### src/hdl/transfer_switch_sequencer_macros.svh
// Assertion macros used by the transfer switch sequencer core
`ifndef TRANSFER_SWITCH_SEQUENCER_MACROS_SVH
`define TRANSFER_SWITCH_SEQUENCER_MACROS_SVH

// Same-cycle implication, disabled while reset is high
`define TSS_ASSERT_NOW(label, clk, rst, ante, cons, msg) \
  label: assert property (@(posedge clk) disable iff (rst) (ante) |-> (cons)) \
    else $error(msg);

// Next-cycle implication, disabled while reset is high
`define TSS_ASSERT_NEXT(label, clk, rst, ante, cons, msg) \
  label: assert property (@(posedge clk) disable iff (rst) (ante) |=> (cons)) \
    else $error(msg);

`endif

### src/hdl/tss_pkg.sv
// Package: beat types, register map, mode codes and beep lengths
`timescale 1ns / 1ps

package tss_pkg;

  localparam int CFG_W   = 8;
  localparam int CIDX_W  = 3;
  localparam int BEEP_W  = 10;
  localparam int MODE_W  = 4;
  localparam int SECS_W  = 8;

  typedef struct packed {
    logic mains_present;
    logic gen_running;
  } in_t;

  typedef struct packed {
    logic              mains_relay;
    logic              genset_relay;
    logic              starter_relay;
    logic              buzzer_level;
    logic [BEEP_W-1:0] beep_ms;
    logic              switch_pause;
    logic [MODE_W-1:0] mode;
    logic [SECS_W-1:0] seconds_left;
  } out_t;

  typedef struct packed {
    logic [CFG_W-1:0] mains_fail_delay;
    logic [CFG_W-1:0] crank_time;
    logic [CFG_W-1:0] warmup_time;
    logic [CFG_W-1:0] mains_return_delay;
    logic [CFG_W-1:0] cooldown_time;
  } cfg_t;

  typedef enum logic [CIDX_W-1:0] {
    CFG_MAINS_FAIL_DELAY   = 3'd0,
    CFG_CRANK_TIME         = 3'd1,
    CFG_WARMUP_TIME        = 3'd2,
    CFG_MAINS_RETURN_DELAY = 3'd3,
    CFG_COOLDOWN_TIME      = 3'd4
  } cfg_idx_t;

  localparam logic [CFG_W-1:0] RST_MAINS_FAIL_DELAY   = 8'd3;
  localparam logic [CFG_W-1:0] RST_CRANK_TIME         = 8'd7;
  localparam logic [CFG_W-1:0] RST_WARMUP_TIME        = 8'd10;
  localparam logic [CFG_W-1:0] RST_MAINS_RETURN_DELAY = 8'd15;
  localparam logic [CFG_W-1:0] RST_COOLDOWN_TIME      = 8'd30;

  localparam logic [BEEP_W-1:0] BEEP_NONE     = 10'd0;
  localparam logic [BEEP_W-1:0] BEEP_MAINS_LOST = 10'd500;
  localparam logic [BEEP_W-1:0] BEEP_ON_GEN   = 10'd100;
  localparam logic [BEEP_W-1:0] BEEP_RUN_FAIL = 10'd1000;
  localparam logic [BEEP_W-1:0] BEEP_MAINS_BACK = 10'd150;
  localparam logic [BEEP_W-1:0] BEEP_MAINS_DROP = 10'd300;
  localparam logic [BEEP_W-1:0] BEEP_RECOVER  = 10'd250;

  typedef enum logic [8:0] {
    M_ON_MAINS   = 9'b000000001,
    M_FAILED     = 9'b000000010,
    M_CRANK      = 9'b000000100,
    M_WARM       = 9'b000001000,
    M_ON_GEN     = 9'b000010000,
    M_RETURNED   = 9'b000100000,
    M_COOL       = 9'b001000000,
    M_START_FAIL = 9'b010000000,
    M_RUN_FAIL   = 9'b100000000
  } mode_t;

  localparam logic [MODE_W-1:0] MODE_ON_MAINS   = 4'd0;
  localparam logic [MODE_W-1:0] MODE_FAILED     = 4'd1;
  localparam logic [MODE_W-1:0] MODE_CRANK      = 4'd2;
  localparam logic [MODE_W-1:0] MODE_WARM       = 4'd3;
  localparam logic [MODE_W-1:0] MODE_ON_GEN     = 4'd4;
  localparam logic [MODE_W-1:0] MODE_RETURNED   = 4'd5;
  localparam logic [MODE_W-1:0] MODE_COOL       = 4'd6;
  localparam logic [MODE_W-1:0] MODE_START_FAIL = 4'd7;
  localparam logic [MODE_W-1:0] MODE_RUN_FAIL   = 4'd8;

  function automatic logic [MODE_W-1:0] mode_code(input mode_t m);
    logic [MODE_W-1:0] c;
    case (m)
      M_ON_MAINS:   c = MODE_ON_MAINS;
      M_FAILED:     c = MODE_FAILED;
      M_CRANK:      c = MODE_CRANK;
      M_WARM:       c = MODE_WARM;
      M_ON_GEN:     c = MODE_ON_GEN;
      M_RETURNED:   c = MODE_RETURNED;
      M_COOL:       c = MODE_COOL;
      M_START_FAIL: c = MODE_START_FAIL;
      M_RUN_FAIL:   c = MODE_RUN_FAIL;
      default:      c = MODE_ON_MAINS;
    endcase
    return c;
  endfunction

endpackage

### src/hdl/tss_cfg.sv
// Delay register file written through the configuration channel
`timescale 1ns / 1ps

module tss_cfg (
  input  logic                     clk,
  input  logic                     rst,
  input  logic                     cfg_valid,
  output logic                     cfg_ready,
  input  logic [tss_pkg::CIDX_W-1:0] cfg_index,
  input  logic [tss_pkg::CFG_W-1:0]  cfg_data,
  output tss_pkg::cfg_t            regs
);
  import tss_pkg::*;

  assign cfg_ready = 1'b1;

  // Writes beyond the last register fall through and are dropped
  always_ff @(posedge clk) begin
    if (rst) begin
      regs.mains_fail_delay   <= RST_MAINS_FAIL_DELAY;
      regs.crank_time         <= RST_CRANK_TIME;
      regs.warmup_time        <= RST_WARMUP_TIME;
      regs.mains_return_delay <= RST_MAINS_RETURN_DELAY;
      regs.cooldown_time      <= RST_COOLDOWN_TIME;
    end else if (cfg_valid && cfg_ready) begin
      case (cfg_index)
        CFG_MAINS_FAIL_DELAY:   regs.mains_fail_delay   <= cfg_data;
        CFG_CRANK_TIME:         regs.crank_time         <= cfg_data;
        CFG_WARMUP_TIME:        regs.warmup_time        <= cfg_data;
        CFG_MAINS_RETURN_DELAY: regs.mains_return_delay <= cfg_data;
        CFG_COOLDOWN_TIME:      regs.cooldown_time      <= cfg_data;
        default: begin
        end
      endcase
    end
  end

endmodule

### src/hdl/tss_core.sv
// Mode sequencer: state registers and the per-tick next-state logic
`timescale 1ns / 1ps
`include "transfer_switch_sequencer_macros.svh"

module tss_core #(
  parameter int TIMER_BITS = 8
) (
  input  logic          clk,
  input  logic          rst,
  input  logic          step,
  input  tss_pkg::in_t  tick,
  input  tss_pkg::cfg_t regs,
  output tss_pkg::out_t result
);
  import tss_pkg::*;

  localparam int CW = (TIMER_BITS > CFG_W) ? TIMER_BITS : CFG_W;
  localparam logic [TIMER_BITS-1:0] TMR_MAX = '1;

  mode_t                 mode_reg, mode_next;
  logic [TIMER_BITS-1:0] countdown, countdown_next;
  logic [2:0]            relay_bits, relay_bits_next;
  logic                  buzzer_bit, buzzer_bit_next;

  logic [TIMER_BITS-1:0] cd_load;
  logic [BEEP_W-1:0]     beep;
  logic                  pause;
  logic [CW-1:0]         cd_ext;

  // Saturate a delay register to what the countdown can hold
  function automatic logic [TIMER_BITS-1:0] load_time(input logic [CFG_W-1:0] v);
    logic [CW-1:0] e;
    e = CW'(v);
    if (e > CW'(TMR_MAX)) e = CW'(TMR_MAX);
    return TIMER_BITS'(e);
  endfunction

  always_comb begin
    mode_next       = mode_reg;
    cd_load         = countdown;
    relay_bits_next = relay_bits;
    buzzer_bit_next = buzzer_bit;
    beep            = BEEP_NONE;
    pause           = 1'b0;
    case (mode_reg)
      M_ON_MAINS: begin
        relay_bits_next = 3'b001;
        if (!tick.mains_present) begin
          mode_next = M_FAILED;
          cd_load   = load_time(regs.mains_fail_delay);
          beep      = BEEP_MAINS_LOST;
        end
      end
      M_FAILED: begin
        relay_bits_next[0] = 1'b0;
        if (countdown == '0) begin
          mode_next = M_CRANK;
          cd_load   = load_time(regs.crank_time);
        end
        // mains back overrides, the crank load still stands
        if (tick.mains_present) mode_next = M_ON_MAINS;
      end
      M_CRANK: begin
        relay_bits_next[2] = 1'b1;
        if (tick.gen_running) begin
          relay_bits_next[2] = 1'b0;
          mode_next = M_WARM;
          cd_load   = load_time(regs.warmup_time);
        end else if (countdown == '0) begin
          relay_bits_next[2] = 1'b0;
          mode_next = M_START_FAIL;
        end
      end
      M_WARM: begin
        if (countdown == '0) begin
          mode_next = M_ON_GEN;
          beep      = BEEP_ON_GEN;
        end
      end
      M_ON_GEN: begin
        relay_bits_next[1] = 1'b1;
        relay_bits_next[0] = 1'b0;
        if (!tick.gen_running) begin
          relay_bits_next[1] = 1'b0;
          beep      = BEEP_RUN_FAIL;
          mode_next = M_RUN_FAIL;
        end else if (tick.mains_present) begin
          mode_next = M_RETURNED;
          cd_load   = load_time(regs.mains_return_delay);
          beep      = BEEP_MAINS_BACK;
        end
      end
      M_RETURNED: begin
        if (countdown == '0) begin
          relay_bits_next[1] = 1'b0;
          relay_bits_next[0] = 1'b1;
          pause     = 1'b1;
          mode_next = M_COOL;
          cd_load   = load_time(regs.cooldown_time);
        end
        // transfer still happens if mains drops on the same tick
        if (!tick.mains_present) mode_next = M_ON_GEN;
      end
      M_COOL: begin
        if (!tick.mains_present) begin
          beep               = BEEP_MAINS_DROP;
          relay_bits_next[0] = 1'b0;
          relay_bits_next[1] = 1'b1;
          pause              = 1'b1;
          mode_next          = M_ON_GEN;
        end else if (countdown == '0) begin
          mode_next = M_ON_MAINS;
        end
      end
      M_START_FAIL, M_RUN_FAIL: begin
        if (tick.mains_present) begin
          buzzer_bit_next = 1'b0;
          beep            = BEEP_RECOVER;
          mode_next       = M_ON_MAINS;
        end else begin
          relay_bits_next = 3'b000;
          buzzer_bit_next = ~buzzer_bit;
        end
      end
      default: mode_next = M_ON_MAINS;
    endcase

    if (beep != BEEP_NONE) buzzer_bit_next = 1'b0;
    countdown_next = (cd_load != '0) ? cd_load - TIMER_BITS'(1) : cd_load;
  end

  assign cd_ext = CW'(countdown_next);

  always_comb begin
    result.mains_relay   = relay_bits_next[0];
    result.genset_relay  = relay_bits_next[1];
    result.starter_relay = relay_bits_next[2];
    result.buzzer_level  = buzzer_bit_next;
    result.beep_ms       = beep;
    result.switch_pause  = pause;
    result.mode          = mode_code(mode_next);
    result.seconds_left  = cd_ext[SECS_W-1:0];
  end

  always_ff @(posedge clk) begin
    if (rst) begin
      mode_reg   <= M_ON_MAINS;
      countdown  <= '0;
      relay_bits <= 3'b000;
      buzzer_bit <= 1'b0;
    end else if (step) begin
      mode_reg   <= mode_next;
      countdown  <= countdown_next;
      relay_bits <= relay_bits_next;
      buzzer_bit <= buzzer_bit_next;
    end
  end

  `TSS_ASSERT_NOW(a_contactor_interlock, clk, rst, 1'b1,
    !(relay_bits[0] && relay_bits[1]),
    "mains and generator contactors closed together")
  `TSS_ASSERT_NEXT(a_fail_opens_all, clk, rst,
    step && (mode_reg == M_START_FAIL || mode_reg == M_RUN_FAIL) && !tick.mains_present,
    relay_bits == 3'b000, "relays not opened in a failure mode")
  `TSS_ASSERT_NEXT(a_warm_counts_down, clk, rst, step && mode_reg == M_WARM && countdown != '0,
    countdown == $past(countdown) - TIMER_BITS'(1), "warm-up countdown did not advance by one")
  `TSS_ASSERT_NEXT(a_hold_without_tick, clk, rst, !step,
    $stable(mode_reg) && $stable(countdown) && $stable(relay_bits),
    "sequencer state moved without a tick")

endmodule

### src/hdl/transfer_switch_sequencer.sv
// Top level: input register, sequencer, delay registers and result register
`timescale 1ns / 1ps

//  channel   signals                          direction  beat taken when
//  in        in_valid, in_stall, in_data      sink       in_valid && !in_stall
//  out       out_valid, out_stall, out_data   source     out_valid && !out_stall
//  cfg       cfg_valid, cfg_ready, cfg_index, sink       cfg_valid && cfg_ready
//            cfg_data
//
// A tick beat is registered in the input register, and the sequencer updates its
// state as the beat moves into the result register. One beat per cycle is sustained
// while out_stall is low, the mode update being the only loop.
// Synchronous reset returns to on-mains with relays open and the reset delays.
// Output stall holds the result register and stalls the input only once the input
// register is also full. cfg_ready is always high.

module transfer_switch_sequencer #(
  parameter int TIMER_BITS = 8
) (
  input  logic                       clk,
  input  logic                       rst,
  input  logic                       in_valid,
  output logic                       in_stall,
  input  tss_pkg::in_t               in_data,
  output logic                       out_valid,
  input  logic                       out_stall,
  output tss_pkg::out_t              out_data,
  input  logic                       cfg_valid,
  output logic                       cfg_ready,
  input  logic [tss_pkg::CIDX_W-1:0] cfg_index,
  input  logic [tss_pkg::CFG_W-1:0]  cfg_data
);
  import tss_pkg::*;

  logic  hold_valid;
  in_t   hold_data;
  logic  advance;
  logic  step;
  cfg_t  regs;
  out_t  result;

  assign advance  = !out_valid || !out_stall;
  assign in_stall = hold_valid && !advance;
  assign step     = hold_valid && advance;

  tss_cfg u_cfg (
    .clk       (clk),
    .rst       (rst),
    .cfg_valid (cfg_valid),
    .cfg_ready (cfg_ready),
    .cfg_index (cfg_index),
    .cfg_data  (cfg_data),
    .regs      (regs)
  );

  tss_core #(
    .TIMER_BITS (TIMER_BITS)
  ) u_core (
    .clk    (clk),
    .rst    (rst),
    .step   (step),
    .tick   (hold_data),
    .regs   (regs),
    .result (result)
  );

  // Refill the input register whenever it empties or moves on
  always_ff @(posedge clk) begin
    if (rst) begin
      hold_valid <= 1'b0;
    end else if (!hold_valid || advance) begin
      hold_valid <= in_valid;
    end
  end

  always_ff @(posedge clk) begin
    if ((!hold_valid || advance) && in_valid) begin
      hold_data <= in_data;
    end
  end

  always_ff @(posedge clk) begin
    if (rst) begin
      out_valid <= 1'b0;
    end else if (advance) begin
      out_valid <= hold_valid;
    end
  end

  always_ff @(posedge clk) begin
    if (step) begin
      out_data <= result;
    end
  end

endmodule
### config.mk
export PLATFORM = sky130hd
export DESIGN_NAME = transfer_switch_sequencer
export DESIGN_NICKNAME = d
export VERILOG_FILES = /design/src/hdl/tss_pkg.sv /design/src/hdl/tss_cfg.sv /design/src/hdl/tss_core.sv /design/src/hdl/transfer_switch_sequencer.sv
export VERILOG_INCLUDE_DIRS = /design/src /design/src/hdl
export SDC_FILE = /design/constraint.sdc
export NUM_CORES = 1
export LEC_CHECK = 0
export BUFFER_PORTS_ARGS = -buffer_cell sky130_fd_sc_hd__buf_4
export CELL_PAD_IN_SITES_DETAIL_PLACEMENT = 0
export CELL_PAD_IN_SITES_GLOBAL_PLACEMENT = 1
export CORE_UTILIZATION = 50
export CTS_CLUSTER_SIZE = 14
export DETAILED_ROUTE_END_ITERATION = 8
export GPL_TIMING_DRIVEN = 0
export PLACE_DENSITY = 0.89
export SYNTH_ARGS = -nofsm -noshare
export SYNTH_HDL_FRONTEND = slang
export SYNTH_HIERARCHICAL = 1
export SYNTH_SLANG_ARGS = --single-unit
### constraint.sdc
create_clock -name clk -period 10.6 [get_ports clk]
set_input_delay 2.65 -clock clk [delete_from_list [all_inputs] [get_ports clk]]
set_output_delay 2.65 -clock clk [all_outputs]
set_load 0.005 [all_outputs]
# Word level (Yosys, flattened, before mapping)
# Index checks and enable logic that the tools add are counted.
# Widths: inputs -> output; s select.
# word_totals
inputBits	18
reg_bits	92
elab_cells	119
out_inout_bits	30
# classes
reduce_logical	20
mux	50
n_addsub	1
bitwise	1
n_eq_ne	21
order_cmp	5
# op_table
cell	count
$mux 9	15
$mux 8	14
$pmux 9 s8	1
$pmux 10 s5	1
$gt 8x8->1 const B	5
$pmux 8 s5	1
$pmux 4 s8	1
$eq 9x2->1 const B	2
$eq 9x3->1 const B	2
$eq 9x4->1 const B	2
$eq 9x5->1 const B	2
$eq 9x6->1 const B	2
$eq 9x7->1 const B	2
$eq 9x8->1 const B	2
$eq 9x9->1 const B	2
$mux 10	1
$pmux 1 s5	2
$reduce_and 2->1	5
$reduce_bool 10->1	1
$eq 9x1->1 const B	1
$logic_not 8->1	1
$mux 1	8
$reduce_bool 8->1	1
$sub 8x1->8 const B	1
other kinds (14)	23

# Longest topological paths before layout
# logic_depth
word_depth	7
depth_mapped	14
depth_no_buf	11

# Hierarchy
# Netlist, hierarchy kept.
# by_module_without_submodules
mod	area_per_inst_um2	cells_each	n_inst	seq_area_each_um2
tss_core	2491.1	344	1	420.4
tss_cfg	1605.3	151	1	800.8
transfer_switch_sequencer	957.2	39	1	910.9

# Worst setup path before layout
# Ideal clock, no wire load.
# synth_path
path_kind	input to register
from	in out_stall
to	reg u_core.mode_reg[2]
arrival_time_ns	5.697
path_buffers	2
t_required_ns	10.472
setup_slack_ns	4.776
path_stages	6
setup_time_ns	0.128
path_cell_list	a21boi_0 > clkbuf_1 > clkbuf_1 > o311ai_0 > o21ai_0 > nor2_1
# synth_between
elab_chain_len	3
# synth_lines
element	line_no	source
start: declaration	transfer_switch_sequencer.sv:26	input logic out_stall,
$logic_not 1->1	transfer_switch_sequencer.sv:42	assign advance = !out_valid || !out_stall;
$logic_or 1x1->1	transfer_switch_sequencer.sv:42	
$logic_and 1x1->1	transfer_switch_sequencer.sv:44	assign step = hold_valid && advance;
end signal: assignment	tss_core.sv:152	mode_reg <= mode_next;
end: declaration	tss_core.sv:20	mode_t mode_reg, mode_next;
# Every way passes these cells.
# A chain may end at the register's enable or synchronous reset.

# Final worst setup path
# layout_path
from	in out_stall
to	out in_stall
# layout_between
elab_chain_len	4
# layout_lines
element	line_no	source
$logic_not 1->1	transfer_switch_sequencer.sv:42	
$logic_or 1x1->1	transfer_switch_sequencer.sv:42	
$logic_not 1->1	transfer_switch_sequencer.sv:43	assign in_stall = hold_valid && !advance;
$logic_and 1x1->1	transfer_switch_sequencer.sv:43	
end: declaration	transfer_switch_sequencer.sv:23	output logic in_stall,
# Every way passes these cells.

==> results.toml <==
[clock_network]
cts_buffer_depth = 2
cts_inserted_buffers = 9
postCtsHoldBufs = 0
cts_tree = "built"
htreeDepth = 3
clk_latency_ns = 0.36
cts_root_buf = "clkbuf_8"
post_cts_buffers = 0
path_clk_slew_ns = 0.09
cts-resized-gates = 0
cts_num_sinks = 92

[timing]
finalCritPeriodShare_pct = 53.6
fmax_mhz = 176
rsz0062_at_grt = "no"
fin_hold_ws_ns = 0.489
final.setup.tns_ns = 0
hold_viol = 0
period_needed_ns = 5.68
fin_skew_ns = 0.00864
fin_ws_ns = 4.92
worst_slew_pin_slew_ns = 0.980
setup_viol = 0
finalMaxSlewViolations = 0
relSlewSlack_pct = 34.1

[logic_synthesis]
synth_top_area_share_pct = 25.0
synth_top_area_cell = "dfxtp_1"
syn_area_per_cell_um2 = 9.46
synth_seq_cells = 92
syn-instance-count = 534
synth_fa_ha_area_share_pct = 0.495
synth_top_family_by_area = "simple AND/OR/NAND/NOR gates"
synthFlopType = "dfxtp_1"
synth_xor_area_share_pct = 1.73
yosys-top-cells-area = "dfxtp_1, edfxtp_1, mux2i_1"
yosys.area_share.simple_pct = 26.5
synth-edff-count = 29
yosysWarningCount = 6
synth_fp_nets = 554
synth-compound-area-share_pct = 14.2
synth_area_um2 = 5050
async_reset_ff_share_pct = 0
synth.area.mux_share_pct = 9.43
ys_seq_area_share_pct = 42.2
ys_types = 85

[die]
dieArea_um2 = 10500
std_cell_rows = 36
die_h_um = 103
die_w_um = 103
core_area_um2 = 9770
start_util_pct = 51.7
io_pins = 48

[power_and_ir_drop]
p_sw_mw = 0.259
p_int_mw = 0.649
cellLeakagePower_nw = 2.41
powerDensity_nw_per_um2 = 155
max-vdd-ir-drop_v = 0.0000801
switching_share_pct = 28.5
power.share.sequential_pct = 44.6
p_total_mw = 0.907
pwr-share-comb_pct = 22.8
pwr-share-clk_pct = 32.7

[drt]
num_vias = 4305
wire_per_inst_um = 18.4
drc = 0
antenna_left = 0
dr.pass1.iters = 5
routed_wl_um = 13400
drt_iter0_drc = 403
vias_per_cell = 5.90

[final_layout]
final_common_cell = "nor2_1"
largest_register_ffs = 40
areaGrowthSynthToFinish_pct = 15.8
num-fill-cells = 858
fin_nets = 612
final_cell_mix = "nor2_1, dfxtp_1, buf_4, mux2i_1, nand2b_1"
antennaDiodeCount = 0
drive_gt1_share_pct = 19.1

[global_routing]
grt_max_degree = 21
antenna_found_initial = 0
grt_pass1_vias = 3986
grt_pass1_wl_um = 21200
grt_overflow = 0
grt.total_usage_pct = 26.9

[setup_path]
crit_path_end_kind = "output pin"
path_delay_family = "buffers and inverters"
path_cells = "buf_4 -> nand3_2 -> inv_1 -> buf_4"
slowest_delay_ns = 0.13
critical_path_arrival_ns = 3.03
cp_num_buf_inv = 3
r2r_slack_ns = 7.14
start_kind = "primary input"
cpMaxStageDelayCell = "buf_4"
crit_fanout = 3
required_ns = 7.95
cp_common_cell = "buf_4"
path_class = "primary input to output pin"

[run_status]
status = "finished, final reports clean"

[worst_hold_path]
hold_path_class = "flop to flop"

[placement]
gp_congestion = 0.927
io_buffers = 46
place_ws_ns = 4.92
dp_hpwl_um = 10000

[job]
max_cap_violations = 0
-- worst paths after layout --
path / from / to / cells after the start
hold reg to reg: u_cfg/regs[15]$_SDFFE_PP0P_ / u_cfg/regs[15]$_SDFFE_PP0P_ / 2
hold / removal: u_cfg/regs[15]$_SDFFE_PP0P_ / u_cfg/regs[15]$_SDFFE_PP0P_ / 2
setup reg to reg: u_core/mode_reg[2]$_SDFFE_PP0P_ / out_data[1]$_DFFE_PP_ / 11
setup / recovery: out_stall / in_stall / 4
-- layout make-up --
type                            count  area, um2  share of cell area (%)
Multi-Input combinational cell    390       2660                    45.4
Sequential cell                    92       2130                    36.4
Timing Repair Buffer               47        360                    6.16
Buffer                             40        221                    3.79
Clock buffer                       14        206                    3.53
Tap cell                          133        166                    2.84
Clock inverter                      2       60.1                    1.03
Inverter                           12       45.0                   0.770
-- metrics by stage --
step                      utilization, %  instances  cell area [um2]
final                               59.9        730             5850
after global placement              56.9        713             5570
after CTS                           59.9        730             5850
after floorplan                        -        534             5050
after global routing                59.9        730             5850
after detailed placement            57.1        714             5580
-- cells by family after synthesis --
logic type | after synthesis
AND/OR/NAND/NOR | 232
AO/OA/AOI/OAI | 97
flip-flops | 92
buffers and inverters | 52
multiplexers | 47
XOR/XNOR | 10
adder cells (fa/ha/maj) | 2
other | 2
-- Yosys cell counts (5+ instances only) --
cell type,n
nor2_1,69
dfxtp_1,63
mux2i_1,45
nand2b_1,37
nand2_1,31
edfxtp_1,29
nand3_1,18
a21oi_1,16
clkbuf_1,16
o21ai_0,15
buf_2,12
inv_1,12
buf_4,7
nor3_1,7
a22oi_1,6
o22ai_1,6
xnor2_1,6
a211oi_1,5
and3_1,5
nand3b_1,5
nand4_1,5
nor2b_1,5
nor4_1,5
or2_2,5
-- power by group through the flow --
stage | Clock, mW | Sequential [mW] | Combinational [mW]
CTS | 0.300 | 0.404 | 0.204
finish | 0.296 | 0.404 | 0.207
floorplan | 0 | 0.409 | 0.141
global placement | 0 | 0.412 | 0.199
global route | 0.313 | 0.407 | 0.225
detailed placement | 0 | 0.412 | 0.203
-- metal layers --
layer	share of wire, %	GRT usage [%]
met1	44	35.7
met5	0	0
met3	6.2	3.19
met4	3.8	14.1
met2	46	43.1
-- worst reg2reg max path: cells and delay by family (launching register included) --
family / cells / cell delay [ns]
AND/OR/NAND/NOR: 4 / 1.42
AO/OA/AOI/OAI: 3 / 0.62
buffers and inverters: 2 / 0.40
flip-flops: 1 / 0.36
adder cells (fa/ha/maj): 1 / 0.27
multiplexers: 1 / 0.14
Power figures use the tool's default switching activity.
